### config.mk
export PLATFORM = sky130hd
export DESIGN_NAME = utf16_to_utf8_transcoder_flat
export DESIGN_NICKNAME = d
export VERILOG_FILES = /design/src/rtl/u2u_pkg.sv /design/src/rtl/u2u_in_if.sv /design/src/rtl/u2u_out_if.sv /design/src/rtl/u2u_front.sv /design/src/rtl/u2u_queue.sv /design/src/rtl/u2u_back.sv /design/src/rtl/utf16_to_utf8_transcoder.sv /design/src/flat_wrapper.sv
export SDC_FILE = /design/constraint.sdc
export NUM_CORES = 1
export LEC_CHECK = 0
export ABC_AREA = 1
export BUFFER_PORTS_ARGS = -buffer_cell sky130_fd_sc_hd__buf_2
export CELL_PAD_IN_SITES_DETAIL_PLACEMENT = 1
export CELL_PAD_IN_SITES_GLOBAL_PLACEMENT = 2
export CORE_ASPECT_RATIO = 0.6
export CORE_UTILIZATION = 36
export CTS_BUF_LIST = sky130_fd_sc_hd__clkbuf_4 sky130_fd_sc_hd__clkbuf_8 sky130_fd_sc_hd__clkbuf_16
export CTS_CLUSTER_DIAMETER = 100
export DETAILED_ROUTE_END_ITERATION = 8
export MAX_ROUTING_LAYER = met4
export PLACE_DENSITY = 0.82
export SYNTH_ARGS = -nofsm -noshare
export SYNTH_HDL_FRONTEND = slang
export SYNTH_SLANG_ARGS = --single-unit
### constraint.sdc
create_clock -name i_clk -period 2.6 [get_ports i_clk]
set_clock_uncertainty 0.2 [all_clocks]
set_input_delay 0.13 -clock i_clk [delete_from_list [all_inputs] [get_ports i_clk]]
set_output_delay 0.13 -clock i_clk [all_outputs]
set_load 0.02 [all_outputs]
### src/rtl/u2u_pkg.sv
package u2u_pkg;

    typedef logic [20:0] t_cp;
    typedef logic [15:0] t_unit;

    localparam int QUEUE_DEPTH = 4;

    localparam logic [5:0] SURR_HIGH_TAG = 6'b110110;   // 0xD800..0xDBFF
    localparam logic [5:0] SURR_LOW_TAG  = 6'b110111;   // 0xDC00..0xDFFF
    localparam t_cp        CP_SUPP_BASE  = 21'h010000;
    localparam t_cp        CP_REPLACE    = 21'h00FFFD;
    localparam t_cp        CP_LIM_1B     = 21'h000080;
    localparam t_cp        CP_LIM_2B     = 21'h000800;

    // encoded length minus one
    localparam logic [1:0] LEN_1B = 2'd0;
    localparam logic [1:0] LEN_2B = 2'd1;
    localparam logic [1:0] LEN_3B = 2'd2;
    localparam logic [1:0] LEN_4B = 2'd3;

    typedef struct packed {
        logic push;
        t_cp  cp;
    } t_q_push;

    typedef struct packed {
        logic valid;
        t_cp  cp;
    } t_q_head;

    function automatic logic [1:0] utf8_len(input t_cp cp);
        logic [1:0] len;
        if (cp < CP_LIM_1B) begin
            len = LEN_1B;
        end else if (cp < CP_LIM_2B) begin
            len = LEN_2B;
        end else if (cp < CP_SUPP_BASE) begin
            len = LEN_3B;
        end else begin
            len = LEN_4B;
        end
        return len;
    endfunction

    function automatic logic [7:0] utf8_byte(input t_cp cp, input logic [1:0] len,
                                             input logic [1:0] idx);
        logic [7:0] b;
        logic [1:0] remain;
        remain = len - idx;
        if (idx == 2'd0) begin
            unique case (len)
                LEN_1B:  b = cp[7:0];
                LEN_2B:  b = {3'b110, cp[10:6]};
                LEN_3B:  b = {4'b1110, cp[15:12]};
                default: b = {5'b11110, cp[20:18]};
            endcase
        end else begin
            unique case (remain)
                2'd0:    b = {2'b10, cp[5:0]};
                2'd1:    b = {2'b10, cp[11:6]};
                default: b = {2'b10, cp[17:12]};
            endcase
        end
        return b;
    endfunction

endpackage

### src/rtl/u2u_in_if.sv
interface u2u_in_if;
    logic       valid;
    logic       ready;
    logic [7:0] in_byte;
    logic       stream_last;

    modport source(output valid, in_byte, stream_last, input ready);
    modport sink(input valid, in_byte, stream_last, output ready);
endinterface

### src/rtl/u2u_out_if.sv
interface u2u_out_if;
    logic       valid;
    logic       ready;
    logic [7:0] out_byte;
    logic       run_last;

    modport source(output valid, out_byte, run_last, input ready);
    modport sink(input valid, out_byte, run_last, output ready);
endinterface

### src/rtl/u2u_front.sv
module u2u_front (
    input  logic             i_clk,
    input  logic             i_rst_n,
    input  logic             i_cfg_valid,
    output logic             o_cfg_ready,
    input  logic             i_cfg_data,
    u2u_in_if.sink           i_in,
    input  logic             i_q_full,
    output u2u_pkg::t_q_push o_push
);

    logic        r_big_endian;
    logic [7:0]  r_held;
    logic        r_have_half;
    logic [9:0]  r_high;
    logic        r_have_high;

    logic [7:0]  n_held;
    logic        n_have_half;
    logic [9:0]  n_high;
    logic        n_have_high;

    logic           accept;
    logic           emit;
    u2u_pkg::t_cp   cp;
    u2u_pkg::t_unit unit;
    logic           is_high;
    logic           is_low;

    assign o_cfg_ready = 1'b1;
    assign i_in.ready  = !i_q_full;
    assign accept      = i_in.valid && i_in.ready;

    assign unit    = r_big_endian ? {r_held, i_in.in_byte} : {i_in.in_byte, r_held};
    assign is_high = (unit[15:10] == u2u_pkg::SURR_HIGH_TAG);
    assign is_low  = (unit[15:10] == u2u_pkg::SURR_LOW_TAG);

    always_comb begin
        n_held      = r_held;
        n_have_half = r_have_half;
        n_high      = r_high;
        n_have_high = r_have_high;
        emit        = 1'b0;
        cp          = u2u_pkg::CP_REPLACE;
        if (accept) begin
            if (!r_have_half) begin
                n_held      = i_in.in_byte;
                n_have_half = 1'b1;
                // pending high surrogate cut off by stream end
                emit        = i_in.stream_last && r_have_high;
            end else begin
                n_have_half = 1'b0;
                if (r_have_high) begin
                    emit        = 1'b1;
                    n_have_high = 1'b0;
                    if (is_low) begin
                        cp = {1'b0, r_high, unit[9:0]} + u2u_pkg::CP_SUPP_BASE;
                    end
                end else if (is_high) begin
                    if (i_in.stream_last) begin
                        emit = 1'b1;
                    end else begin
                        n_high      = unit[9:0];
                        n_have_high = 1'b1;
                    end
                end else if (is_low) begin
                    emit = 1'b1;
                end else begin
                    emit = 1'b1;
                    cp   = {5'd0, unit};
                end
            end
            if (i_in.stream_last) begin
                n_held      = 8'd0;
                n_have_half = 1'b0;
                n_high      = 10'd0;
                n_have_high = 1'b0;
            end
        end
    end

    assign o_push.push = emit;
    assign o_push.cp   = cp;

    always_ff @(posedge i_clk) begin
        if (!i_rst_n) begin
            r_big_endian <= 1'b0;
            r_held       <= 8'd0;
            r_have_half  <= 1'b0;
            r_high       <= 10'd0;
            r_have_high  <= 1'b0;
        end else begin
            if (i_cfg_valid && o_cfg_ready) begin
                r_big_endian <= i_cfg_data;
            end
            r_held      <= n_held;
            r_have_half <= n_have_half;
            r_high      <= n_high;
            r_have_high <= n_have_high;
        end
    end

endmodule

### src/rtl/u2u_queue.sv
module u2u_queue #(
    parameter int DEPTH = u2u_pkg::QUEUE_DEPTH
) (
    input  logic             i_clk,
    input  logic             i_rst_n,
    input  u2u_pkg::t_q_push i_push,
    input  logic             i_pop,
    output logic             o_full,
    output u2u_pkg::t_q_head o_head
);

    localparam int PTR_W = (DEPTH > 1) ? $clog2(DEPTH) : 1;
    localparam int CNT_W = $clog2(DEPTH + 1);

    u2u_pkg::t_cp     r_mem [DEPTH];
    logic [PTR_W-1:0] r_wr_ptr;
    logic [PTR_W-1:0] r_rd_ptr;
    logic [CNT_W-1:0] r_count;

    logic             push;
    logic             pop;

    assign push   = i_push.push && !o_full;
    assign pop    = i_pop && (r_count != '0);
    assign o_full = (r_count == CNT_W'(DEPTH));

    assign o_head.valid = (r_count != '0);
    assign o_head.cp    = r_mem[r_rd_ptr];

    function automatic logic [PTR_W-1:0] ptr_inc(input logic [PTR_W-1:0] p);
        return (p == PTR_W'(DEPTH - 1)) ? '0 : p + 1'b1;
    endfunction

    always_ff @(posedge i_clk) begin
        if (push) begin
            r_mem[r_wr_ptr] <= i_push.cp;
        end
    end

    always_ff @(posedge i_clk) begin
        if (!i_rst_n) begin
            r_wr_ptr <= '0;
            r_rd_ptr <= '0;
            r_count  <= '0;
        end else begin
            if (push) begin
                r_wr_ptr <= ptr_inc(r_wr_ptr);
            end
            if (pop) begin
                r_rd_ptr <= ptr_inc(r_rd_ptr);
            end
            if (push && !pop) begin
                r_count <= r_count + 1'b1;
            end else if (pop && !push) begin
                r_count <= r_count - 1'b1;
            end
        end
    end

    a_no_overflow: assert property (@(posedge i_clk) disable iff (!i_rst_n)
        r_count <= CNT_W'(DEPTH))
        else $error("queue count above depth");

    a_count_up: assert property (@(posedge i_clk) disable iff (!i_rst_n)
        (push && !pop) |=> r_count == $past(r_count) + 1'b1)
        else $error("queue count did not follow a push");

    a_ptr_gap: assert property (@(posedge i_clk) disable iff (!i_rst_n)
        (r_count == '0) |-> (r_wr_ptr == r_rd_ptr))
        else $error("queue pointers differ while empty");

endmodule

### src/rtl/u2u_back.sv
module u2u_back (
    input  logic             i_clk,
    input  logic             i_rst_n,
    input  u2u_pkg::t_q_head i_head,
    output logic             o_pop,
    u2u_out_if.source        o_out
);

    logic         r_busy;
    u2u_pkg::t_cp r_cp;
    logic [1:0]   r_len;
    logic [1:0]   r_idx;

    logic         last_byte;
    logic         xfer;
    logic         load;

    assign last_byte = (r_idx == r_len);
    assign xfer      = o_out.valid && o_out.ready;
    assign load      = i_head.valid && (!r_busy || (xfer && last_byte));
    assign o_pop     = load;

    assign o_out.valid    = r_busy;
    assign o_out.out_byte = u2u_pkg::utf8_byte(r_cp, r_len, r_idx);
    assign o_out.run_last = last_byte;

    always_ff @(posedge i_clk) begin
        if (load) begin
            r_cp  <= i_head.cp;
            r_len <= u2u_pkg::utf8_len(i_head.cp);
        end
    end

    always_ff @(posedge i_clk) begin
        if (!i_rst_n) begin
            r_busy <= 1'b0;
            r_idx  <= 2'd0;
        end else begin
            if (load) begin
                r_busy <= 1'b1;
                r_idx  <= 2'd0;
            end else if (xfer) begin
                if (last_byte) begin
                    r_busy <= 1'b0;
                end else begin
                    r_idx <= r_idx + 1'b1;
                end
            end
        end
    end

    a_idx_in_range: assert property (@(posedge i_clk) disable iff (!i_rst_n)
        r_busy |-> r_idx <= r_len)
        else $error("byte index past code point length");

    a_hold_cp: assert property (@(posedge i_clk) disable iff (!i_rst_n)
        (r_busy && !last_byte) |=> $stable(r_cp) && r_busy)
        else $error("code point changed before its last byte");

    a_advance: assert property (@(posedge i_clk) disable iff (!i_rst_n)
        (xfer && !last_byte) |=> r_idx == $past(r_idx) + 1'b1)
        else $error("byte index did not advance after transfer");

endmodule

### src/rtl/utf16_to_utf8_transcoder.sv
// Path: with the output side idle, the first UTF-8 byte of a code point reaches the output
//   from the input transfer that completes it through the queue write, then the output load.
// Throughput: one input byte per cycle while the queue has room; the output gives one byte
//   per cycle while o_out.ready is high, 1 to 4 per code point, so three-byte text (two input
//   bytes to three output bytes) slows the input and supplementary text (four to four) does not.
// Reset (synchronous, active low) clears pairing state, queue and byte order (little-endian).
module utf16_to_utf8_transcoder #(
    parameter int QUEUE_DEPTH = u2u_pkg::QUEUE_DEPTH
) (
    input  logic      i_clk,
    input  logic      i_rst_n,
    input  logic      i_cfg_valid,
    output logic      o_cfg_ready,
    input  logic      i_cfg_data,
    u2u_in_if.sink    i_in,
    u2u_out_if.source o_out
);

    u2u_pkg::t_q_push q_push;
    u2u_pkg::t_q_head q_head;
    logic             q_full;
    logic             q_pop;

    u2u_front u_front (
        .i_clk       (i_clk),
        .i_rst_n     (i_rst_n),
        .i_cfg_valid (i_cfg_valid),
        .o_cfg_ready (o_cfg_ready),
        .i_cfg_data  (i_cfg_data),
        .i_in        (i_in),
        .i_q_full    (q_full),
        .o_push      (q_push)
    );

    u2u_queue #(
        .DEPTH (QUEUE_DEPTH)
    ) u_queue (
        .i_clk   (i_clk),
        .i_rst_n (i_rst_n),
        .i_push  (q_push),
        .i_pop   (q_pop),
        .o_full  (q_full),
        .o_head  (q_head)
    );

    u2u_back u_back (
        .i_clk   (i_clk),
        .i_rst_n (i_rst_n),
        .i_head  (q_head),
        .o_pop   (q_pop),
        .o_out   (o_out)
    );

endmodule
### src/flat_wrapper.sv
// flat-port wrapper written by rule: the top's interface ports become plain ports
module utf16_to_utf8_transcoder_flat 
#(
    parameter int QUEUE_DEPTH = u2u_pkg::QUEUE_DEPTH
)
  (i_clk, i_rst_n, i_cfg_valid, o_cfg_ready, i_cfg_data, i_in_valid, i_in_in_byte, i_in_stream_last, i_in_ready, o_out_valid, o_out_out_byte, o_out_run_last, o_out_ready);
  u2u_in_if i_in_i ();
  u2u_out_if o_out_i ();
  input  logic i_clk;
  input  logic i_rst_n;
  input  logic i_cfg_valid;
  output logic o_cfg_ready;
  input  logic i_cfg_data;
  input wire logic [$bits(i_in_i.valid)-1:0] i_in_valid;
  input wire logic [$bits(i_in_i.in_byte)-1:0] i_in_in_byte;
  input wire logic [$bits(i_in_i.stream_last)-1:0] i_in_stream_last;
  output wire logic [$bits(i_in_i.ready)-1:0] i_in_ready;
  output wire logic [$bits(o_out_i.valid)-1:0] o_out_valid;
  output wire logic [$bits(o_out_i.out_byte)-1:0] o_out_out_byte;
  output wire logic [$bits(o_out_i.run_last)-1:0] o_out_run_last;
  input wire logic [$bits(o_out_i.ready)-1:0] o_out_ready;
  assign i_in_i.valid = i_in_valid;
  assign i_in_i.in_byte = i_in_in_byte;
  assign i_in_i.stream_last = i_in_stream_last;
  assign i_in_ready = i_in_i.ready;
  assign o_out_valid = o_out_i.valid;
  assign o_out_out_byte = o_out_i.out_byte;
  assign o_out_run_last = o_out_i.run_last;
  assign o_out_i.ready = o_out_ready;
  utf16_to_utf8_transcoder #(.QUEUE_DEPTH(QUEUE_DEPTH)) u_core (.i_clk(i_clk), .i_rst_n(i_rst_n), .i_cfg_valid(i_cfg_valid), .o_cfg_ready(o_cfg_ready), .i_cfg_data(i_cfg_data), .i_in(i_in_i), .o_out(o_out_i));
endmodule
After elaboration in Yosys (flattened, before gate mapping)

Memories as Yosys holds them, arrays and structs flattened. A register that Yosys moved wholly into a read port is not among the register bits.
Cells that the tools add are included.

Logic and storage cells: 107
Memories kept: 1
Memory bits (writable): 84
Output and inout port bits: 12
Bits in registers: 54
Bits of input ports: 15

Reduce and logical (&&, ||, !) cells: 30
$add $sub $neg: 7
Order comparisons: 3
Eq/ne operators: 11
Bitwise gates (word level): 2
Multiplexer cells: 40

Memory list:

| name                 | depth | bits a word | read ports | clocked after memory_dff | wr ports | RTL line        | text |
|---|---|---|---|---|---|---|---|
| u_core.u_queue.r_mem | 4     | 21          | 1          | 1                        | 1        | u2u_queue.sv:15 | `u2u_pkg::t_cp r_mem [DEPTH];` |

Operators with widths:

| kind                     | number |
|---|---|
| $mux W21                 | 4 |
| $mux W16                 | 3 |
| $mux W10                 | 4 |
| $mux W8                  | 3 |
| $pmux W8 S3              | 1 |
| $add A20 B17 Y21 const B | 1 |
| $lt A21 B12 Y1 const B   | 1 |
| $lt A21 B17 Y1 const B   | 1 |
| $lt A21 B8 Y1 const B    | 1 |
| $mux W1                  | 18 |
| $eq A6 B6 Y1 const B     | 2 |
| $pmux W6 S2              | 1 |
| $reduce_bool A2 Y1       | 5 |
| $logic_and A1 B1 Y1      | 9 |
| $mux W2                  | 4 |
| $reduce_and A2 Y1        | 4 |
| $add A2 B1 Y2 const B    | 3 |
| $eq A2 B2 Y1 const B     | 3 |
| $logic_not A2 Y1         | 3 |
| $mux W3                  | 2 |
| $eq A2 B1 Y1 const B     | 2 |
| $logic_not A1 Y1         | 4 |
| $ne A2 B2 Y1 const B     | 2 |
| $reduce_and A4 Y1        | 1 |
| other kinds (9)          | 11 |

Logic depth before layout (Yosys ltp)

Gate-level depths: netlist (run 1).

Depth in word-level cells: 11
Mapped depth: 17
Depth with buffers taken out: 16

Modules after synthesis

Synthesis (run 1) repeated with hierarchy kept, for this count alone.

Cells, all modules: 635
Area, all modules: 6505.0 µm²

By module, submodules not included:

| module    | sequential area each (µm²) | area an instance (µm²) | cells an instance | instances |
|---|---|---|---|---|
| u2u_queue | 2702.6                     | 3654.8                 | 275               | 1 |
| u2u_front | 420.4                      | 1430.1                 | 221               | 1 |
| u2u_back  | 750.7                      | 1420.1                 | 139               | 1 |

Worst setup path after synthesis (run 1)

No wires, ideal clock.

Kind: flip-flop to flip-flop
From: reg u_core.u_queue.r_count[1]
To: mem u_core.u_queue.r_mem[3][0] (netlist bit), enable pin
Data arrival time: 2.232 ns
Cell stages (with the launch flop): 9
Data required time: 2.001 ns
Setup slack: -0.231 ns
Cell sequence: dfxtp_1 -> inv_1 -> nand3_1 -> nand2_1 -> nor2_4 -> inv_1 -> a21oi_1 -> nand2_1 -> nor2_1

Longest elaborated chain between the ends: 7

Ends and longest elaborated chain:

| item                              | RTL line           | text |
|---|---|---|
| start, declared                   | u2u_queue.sv:18    | `logic [CNT_W-1:0] r_count;` |
| start signal, assigned            | u2u_queue.sv:53    | `r_count <= r_count + 1'b1;` |
| start signal, assigned            | u2u_queue.sv:55    | `r_count <= r_count - 1'b1;` |
| $eq A3 B3 Y1 (*)                  | u2u_queue.sv:25    | `assign o_full = (r_count == CNT_W'(DEPTH));` |
| $logic_not A1 Y1 (*)              | u2u_front.sv:31    | `assign i_in.ready = !i_q_full;` |
| net i_in_ready                    | flat_wrapper.sv:17 | `output wire logic [$bits(i_in_i.ready)-1:0] i_in_ready;` |
| $logic_and A1 B1 Y1               | u2u_front.sv:32    | `assign accept = i_in.valid && i_in.ready;` |
| $mux W1                           | u2u_front.sv:45    | `if (accept) begin` |
| $logic_and A1 B1 Y1 (*)           | u2u_queue.sv:23    | `assign push = i_push.push && !o_full;` |
| $mux W1 (*)                       | u2u_queue.sv:35    | `if (push) begin` |
| $mux W1 (not written as such) (*) | u2u_queue.sv:36    | `r_mem[r_wr_ptr] <= i_push.cp;` |
| end, declared                     | u2u_queue.sv:15    |  |

Mark *: on every way through the listed nets, which the timed path passes. The rest lies on a longest branch.

Worst setup path in the final report (run 1)

From: reg u_core.u_front.r_big_endian
To: reg u_core.u_queue.r_count[1]

Longest elaborated chain between the ends: 10

Ends and longest elaborated chain:

| item                         | RTL line        | text |
|---|---|---|
| start, declared              | u2u_front.sv:12 | `logic r_big_endian;` |
| start signal, assigned       | u2u_front.sv:94 | `r_big_endian <= i_cfg_data;` |
| $mux W16 (*)                 | u2u_front.sv:34 | `assign unit = r_big_endian ? {r_held, i_in.in_byte} : {i_in.in_byte, r_held};` |
| $eq A6 B6 Y1 (*)             | u2u_front.sv:35 | `assign is_high = (unit[15:10] == u2u_pkg::SURR_HIGH_TAG);` |
| $mux W1 (*)                  | u2u_front.sv:59 | `end else if (is_high) begin` |
| $mux W1 (*)                  | u2u_front.sv:53 | `if (r_have_high) begin` |
| $mux W1 (*)                  | u2u_front.sv:46 | `if (!r_have_half) begin` |
| $mux W1 (*)                  | u2u_front.sv:45 |  |
| $logic_and A1 B1 Y1 (*)      | u2u_queue.sv:23 |  |
| net u_core.u_queue.push      | u2u_queue.sv:20 | `logic push;` |
| $logic_not A1 Y1             | u2u_queue.sv:54 | `end else if (pop && !push) begin` |
| $logic_and A1 B1 Y1          | u2u_queue.sv:54 |  |
| $reduce_bool A2 Y1 (no line) | --              |  |

Marked as above.
A chain may end at the register's enable or synchronous reset.

==> results of run 1 <==
## path summary, 6_finish.rpt
check | to | from
max | u_core.u_queue.r_count[1] | u_core.u_front.r_big_endian
min | u_core.u_front.r_held[4] | i_in_stream_last
max reg2reg | u_core.u_queue.r_count[1] | u_core.u_front.r_big_endian
min reg2reg | u_core.u_front.r_high[5] | u_core.u_front.r_high[5]
## registers in the layout, summed over array words and instances, names as in the netlist, 2 cells and up, named ones only
signal,count
u_core.u_queue.r_count,3
u_core.u_queue.r_mem,84
u_core.u_queue.r_rd_ptr,2
u_core.u_front.r_high,10
u_core.u_back.r_len,2
u_core.u_front.r_held,8
u_core.u_back.r_cp,21
u_core.u_queue.r_wr_ptr,2
u_core.u_back.r_idx,2
## area by class of cell
| type | count | area, µm² |
|---|---|---|
| inverter | 72 | 270 |
| timing repair buffer | 73 | 598 |
| multi-input combinational | 427 | 2170 |
| clock inverter | 15 | 153 |
| sequential | 140 | 3880 |
| clock buffer | 17 | 425 |
| tap | 234 | 293 |
| fill | 1938 | 9430 |
## critical path, cell delays in order (launching register included)
cell and delay [ns]:
dfxtp_4 0.39, inv_2 0.14, nand2_1 0.07, nand2_1 0.10, nand2_2 0.09, nor2_4 0.09
nand4_1 0.16, nand2_2 0.12, inv_2 0.05, ha_1 0.18, inv_1 0.09, fa_1 0.43
o21ai_1 0.16, a21oi_1 0.06
## stage by stage
| stage | hold slack (ns) | cells | setup WS (ns) | TNS [ns] | utilization [%] |
|---|---|---|---|---|---|
| finish | 0.0153 | 978 | 0.144 | 0 | 45.2 |
| global route | 0.0290 | 978 | 0.000788 | 0 | 45.2 |
| CTS | 0.000856 | 976 | 0.0141 | 0 | 44.8 |
| detailed placement | 0.183 | 929 | -0.0941 | -0.212 | 40.5 |
| global placement | 0.183 | 929 | 0.111 | 0 | 40.5 |
| floorplan | 0.0276 | 664 | -0.231 | -19.38 | - |
## per-layer routing
layer	track usage (%)	up-vias
met5	-	-
met4	4.76	0
met3	4.62	10
met2	31.5	87
met1	28.0	2408
li1	-	2370
## logic make-up (layout without fill, tap and decap cells)
| family | Yosys count | count (layout) | share of synthesized area, % |
|---|---|---|---|
| AO/OA/AOI/OAI | 118 | 118 | 10.1 |
| XOR/XNOR | 3 | 3 | 0.413 |
| adder cells (fa/ha/maj) | 14 | 14 | 2.87 |
| buffers and inverters | 97 | 177 | 6.13 |
| flip-flops | 140 | 140 | 60.9 |
| multiplexers | 1 | 1 | 0.157 |
| other | 1 | 1 | 0.0589 |
| AND/OR/NAND/NOR | 290 | 290 | 19.4 |
## power by group
group | switching, µW | internal [µW]
sequential | 162 | 2730
clock | 1030 | 1350
combinational | 1140 | 570
total | 2330 | 4650
## Yosys cell counts, types with 2 or more instances
cell | count | area [µm²]
a21oi_1 | 48 | 240
a31oi_1 | 3 | 18.8
buf_2 | 3 | 15.0
buf_4 | 2 | 15.0
buf_6 | 2 | 22.5
clkbuf_1 | 18 | 67.6
dfxtp_1 | 33 | 661
edfxtp_1 | 107 | 3210
ha_1 | 13 | 163
inv_1 | 70 | 263
inv_2 | 2 | 7.51
nand2_1 | 172 | 646
nand2_2 | 5 | 31.3
nand3_1 | 40 | 200
nand3b_1 | 2 | 15.0
nand4_1 | 2 | 12.5
nor2_1 | 51 | 191
nor2_2 | 3 | 18.8
nor2_4 | 3 | 33.8
nor3_1 | 9 | 45.0
o211ai_1 | 4 | 30.0
o21ai_0 | 48 | 240
o21ai_2 | 2 | 17.5
o22ai_1 | 7 | 43.8
xor2_1 | 2 | 17.5
## what timing repair did
item | CTS | global route
buffers inserted | 0 | 2
gates resized for setup | 7 | 12
endpoints found under the setup margin | 8 | 10
hold endpoints to repair | 18 | 0
pin swaps | 0 | 1
hold buffers | 15 | 0
==> results.cfg, run 1 <==
[run_status]
status = finished clean

[routing]
drtIter0Drc = 225
highest_layer = met4
dr_total_vias = 4875
postRouteAntennaNets = 0
totalWireLength_mm = 17.4
wl_met2_mm = 8.02
wl_met1_mm = 8.59
drt_pre_antenna_iters = 4
vias_per_cell = 4.98
wl_per_cell_um = 17.8
wl_met3_um = 669
drcViolationCount = 0

[cells_and_area]
drive_above_1_share_pct = 16.3
final_common_cell = nand2_1
syn_to_final_growth_pct = 22.4
layout.nets = 760
antenna_cells = 0
fin_area_um2 = 7790
mostFrequentLayoutCells = nand2_1, edfxtp_1, inv_1

[sta]
finalCritPeriodShare_pct = 94.4
post-route-min-period_ns = 2.46
final_hold_viol_count = 0
max_freq_mhz = 407
rsz0062_at_grt = no
slew-limit-headroom_pct = 41.3
setup_viol = 0
tightest_slew_ns = 0.879
slew_violations = 0

[global_routing]
first_global_vias = 5021
grt_first_pass_wirelength_mm = 27.6
grt_usage_pct = 20.6
antenna_found_initial = 0
grt_start_max_net_pins = 55
grt-ovfl-total = 0

[cts]
worstSkewPairLatency_ns = 0.42
cts.clk_slew.worst_paths_ns = 0.07
cts_tree = built
cts.sinks = 140
cts_buffers = 17
cts_buffer_depth = 2
htree_levels = 4
root_buffer = clkbuf_16

[job]
drv_cap = 0

[synthesis]
avgSynthCellArea_um2 = 9.59
synthFlopType = edfxtp_1
synth_cell_types = 38
syn_inst = 664
synthArstFlopShare_pct = 0
syn-cell-area_um2 = 6360
synth-warning-count = 0
synth-edff-count = 107
syn_nets = 693
ys_seq_elements = 140
seq_area_frac_synth_pct = 60.9

[place]
placed_area_um2 = 6970
port_buffers = 25
gp_congestion = 0.847
dp_hpwl_mm = 12.5

[floorplanning]
fp-row-count = 37
start_util_pct = 37.0
die_w_um = 174
io-pin-count = 27
fp.coreArea_um2 = 17200
die_area_um2 = 18200
die_h_um = 105

[critical_path]
crit_required_ns = 2.70
rrSetupSlack_ns = 0.14
path_class = reg2reg
endpoint_kind = register
reg2reg_depth = 13
crit_path_start_kind = register
crit_fanout = 12
crit_arrival_ns = 2.56

[power]
p_per_area_nw_per_um2 = 896
ir_worst_vdd_uv = 452
total_power_uw = 6980
p_leak_uw = 0.00292

[hold_path]
holdPathStages = 5
hold_class = in2reg
Power figures use the tool's default switching activity.
==> run 2, diff against run 1 <==
Settings changed: PLACE_DENSITY 0.82 to 0.79.
==> results.cfg, run 2 (synthesis results as in run 1) <==
[floorplanning]
die_w_um = 174
start_util_pct = 37.0
die_h_um = 105
fp.coreArea_um2 = 17200
fp-row-count = 37
io-pin-count = 27
die_area_um2 = 18200

[critical_path]
worst-path-buf-inv = 3
endpoint_kind = primary output
path_class = reg2out
crit_chain = inv_1, nand2_1, nand2_2, xor2_2, buf_4, nand2_1, nand2_1, nor2_1, a21oi_1, buf_2
crit_path_frequent_cell = nand2_1
cpLargestDelayFamily = buffers and inverters
crit_arrival_ns = 2.11
crit_slowest_cell = edfxtp_1
rrSetupSlack_ns = 0.16
r2r-start = u_core.u_front.r_big_endian
startpoint = u_core.u_back.r_len[1]
crit_required_ns = 2.27
path_depth = 10
crit_end = o_out_out_byte[5]
r2r_end = u_core.u_queue.r_count[2]
crit_fanout = 6
crit_path_start_kind = register
reg2reg_depth = 14
worst_path_largest_cell_delay_ns = 0.43

[power]
intPower_uw = 4660
clkPwrFrac_pct = 34.1
ir_worst_vdd_uv = 296
switchingPower_uw = 2320
comb_power_share_pct = 24.2
switching_share_pct = 33.2
pwr-share-seq_pct = 41.6
p_leak_uw = 0.00291
p_per_area_nw_per_um2 = 897

[sta]
setup_slack_ns = 0.157
setup_tns_ns = 0
rsz0062_at_grt = yes
slew-limit-headroom_pct = 39.3
slew_violations = 0
final_hold_viol_count = 0
max_freq_mhz = 409
setup_viol = 0
finalCritPeriodShare_pct = 93.9
post-route-min-period_ns = 2.44
tightest_slew_ns = 0.909

[global_routing]
use_met3_pct = 4.48
grt_usage_pct = 21.1
use_met2_pct = 32.0
antenna_found_initial = 0
grt-ovfl-total = 0
first_global_vias = 5090
busiest_layer = met2
gr-usage-met1_pct = 28.3
grt_start_max_net_pins = 55
grt_first_pass_wirelength_mm = 27.8

[routing]
postRouteAntennaNets = 0
totalWireLength_mm = 17.3
drtIter0Drc = 320
drt_pre_antenna_iters = 4
wl_per_cell_um = 17.8
dr_total_vias = 4856
drcViolationCount = 0
vias_per_cell = 4.98

[cts]
htree_levels = 4
cts.sinks = 140
worstSkewPairLatency_ns = 0.42
cts.clk_slew.worst_paths_ns = 0.06
root_buffer = clkbuf_16
cts_buffers = 17
cts_buffer_depth = 2
cts_tree = built

[cells_and_area]
drive_above_1_share_pct = 16.8
syn_to_final_growth_pct = 22.2
layout.nets = 758
largest_register = u_core.u_queue.r_mem
final_common_cell = nand2_1
reg_top3 = u_core.u_queue.r_mem (84), u_core.u_back.r_cp (21), u_core.u_front.r_high (10)
antenna_cells = 0
mostFrequentLayoutCells = nand2_1, edfxtp_1, inv_1
largest_register_ffs = 84
nFillCells = 1964

[hold_path]
min_from = u_core.u_front.r_high[4]
hold_class = reg2reg

[place]
gp_congestion = 0.852
place_ws_ns = -0.00650
dp_hpwl_mm = 12.4
port_buffers = 25

[run_status]
status = finished clean

[job]
drv_cap = 0
## run 2: cell count changes in the layout (fill, tap and decap cells not counted), sizes merged
cell      delta
inv          -1
clkinvlp     +1
buf          -2
## run 2: routing by layer
metal	vias up	wire length, µm
met4	0	185
met5	-	0
li1	2366	-
met3	14	843
met1	2390	8530
met2	86	7770
## run 2: worst min-delay path, stage by stage, from the launching register on
cell and delay (ns):
dfxtp_1 0.31, nand2_1 0.07, a21oi_1 0.05
## run 2: area by class of cell
| cell class | count | area (µm²) | area share, % |
|---|---|---|---|
| clock buffers | 17 | 425 | 5.47 |
| clock inverters | 15 | 155 | 2.00 |
| inverters | 72 | 273 | 3.51 |
| multi-input cells | 427 | 2160 | 27.8 |
| flip-flops and latches | 140 | 3880 | 49.9 |
| well taps | 234 | 293 | 3.77 |
| repair buffers | 71 | 591 | 7.59 |
## run 2: power by group through the flow
stage                     sequential, µW  clock [µW]  combinational [µW]
after global placement              2940           0                1560
after global routing                2930        2520                1910
after floorplan                     2870           0                1020
after detailed placement            2950           0                1630
final                               2900        2380                1690
after CTS                           2900        2440                1680
## run 2: timing repair
item / 4_1_cts / 5_1_grt
resized for setup: 4 / 18
buffers inserted: 1 / 3
pin swaps: 0 / 5
hold buffers: 15 / 0
setup endpoints to repair: 4 / 8
endpoints found under the hold margin: 23 / 0
## run 2: worst min path at each step
stage                             endpoint  slack [ns]  cells past startpoint
2_1_floorplan    u_core.u_back.o_out.valid        0.03                      2
3_3_place_gp   u_core.u_front.r_big_endian        0.17                      3
3_5_place_dp   u_core.u_front.r_big_endian        0.17                      3
4_1_cts           u_core.u_front.r_held[3]        0.27                      2
5_1_grt           u_core.u_front.r_high[5]        0.31                      2
6_report          u_core.u_front.r_high[4]        0.28                      2
## run 2: metrics by stage
step	utilization [%]	std cells	power (µW)	instance area, µm²	hold WS, ns
6_report	45.2	976	6980	7780	0.283
4_1_cts	44.7	973	7020	7700	0.270
2_1_floorplan	-	664	3890	6370	0.0276
3_5_place_dp	40.4	925	4580	6950	0.173
5_1_grt	45.2	976	7360	7780	0.310
3_3_place_gp	40.4	925	4500	6950	0.168
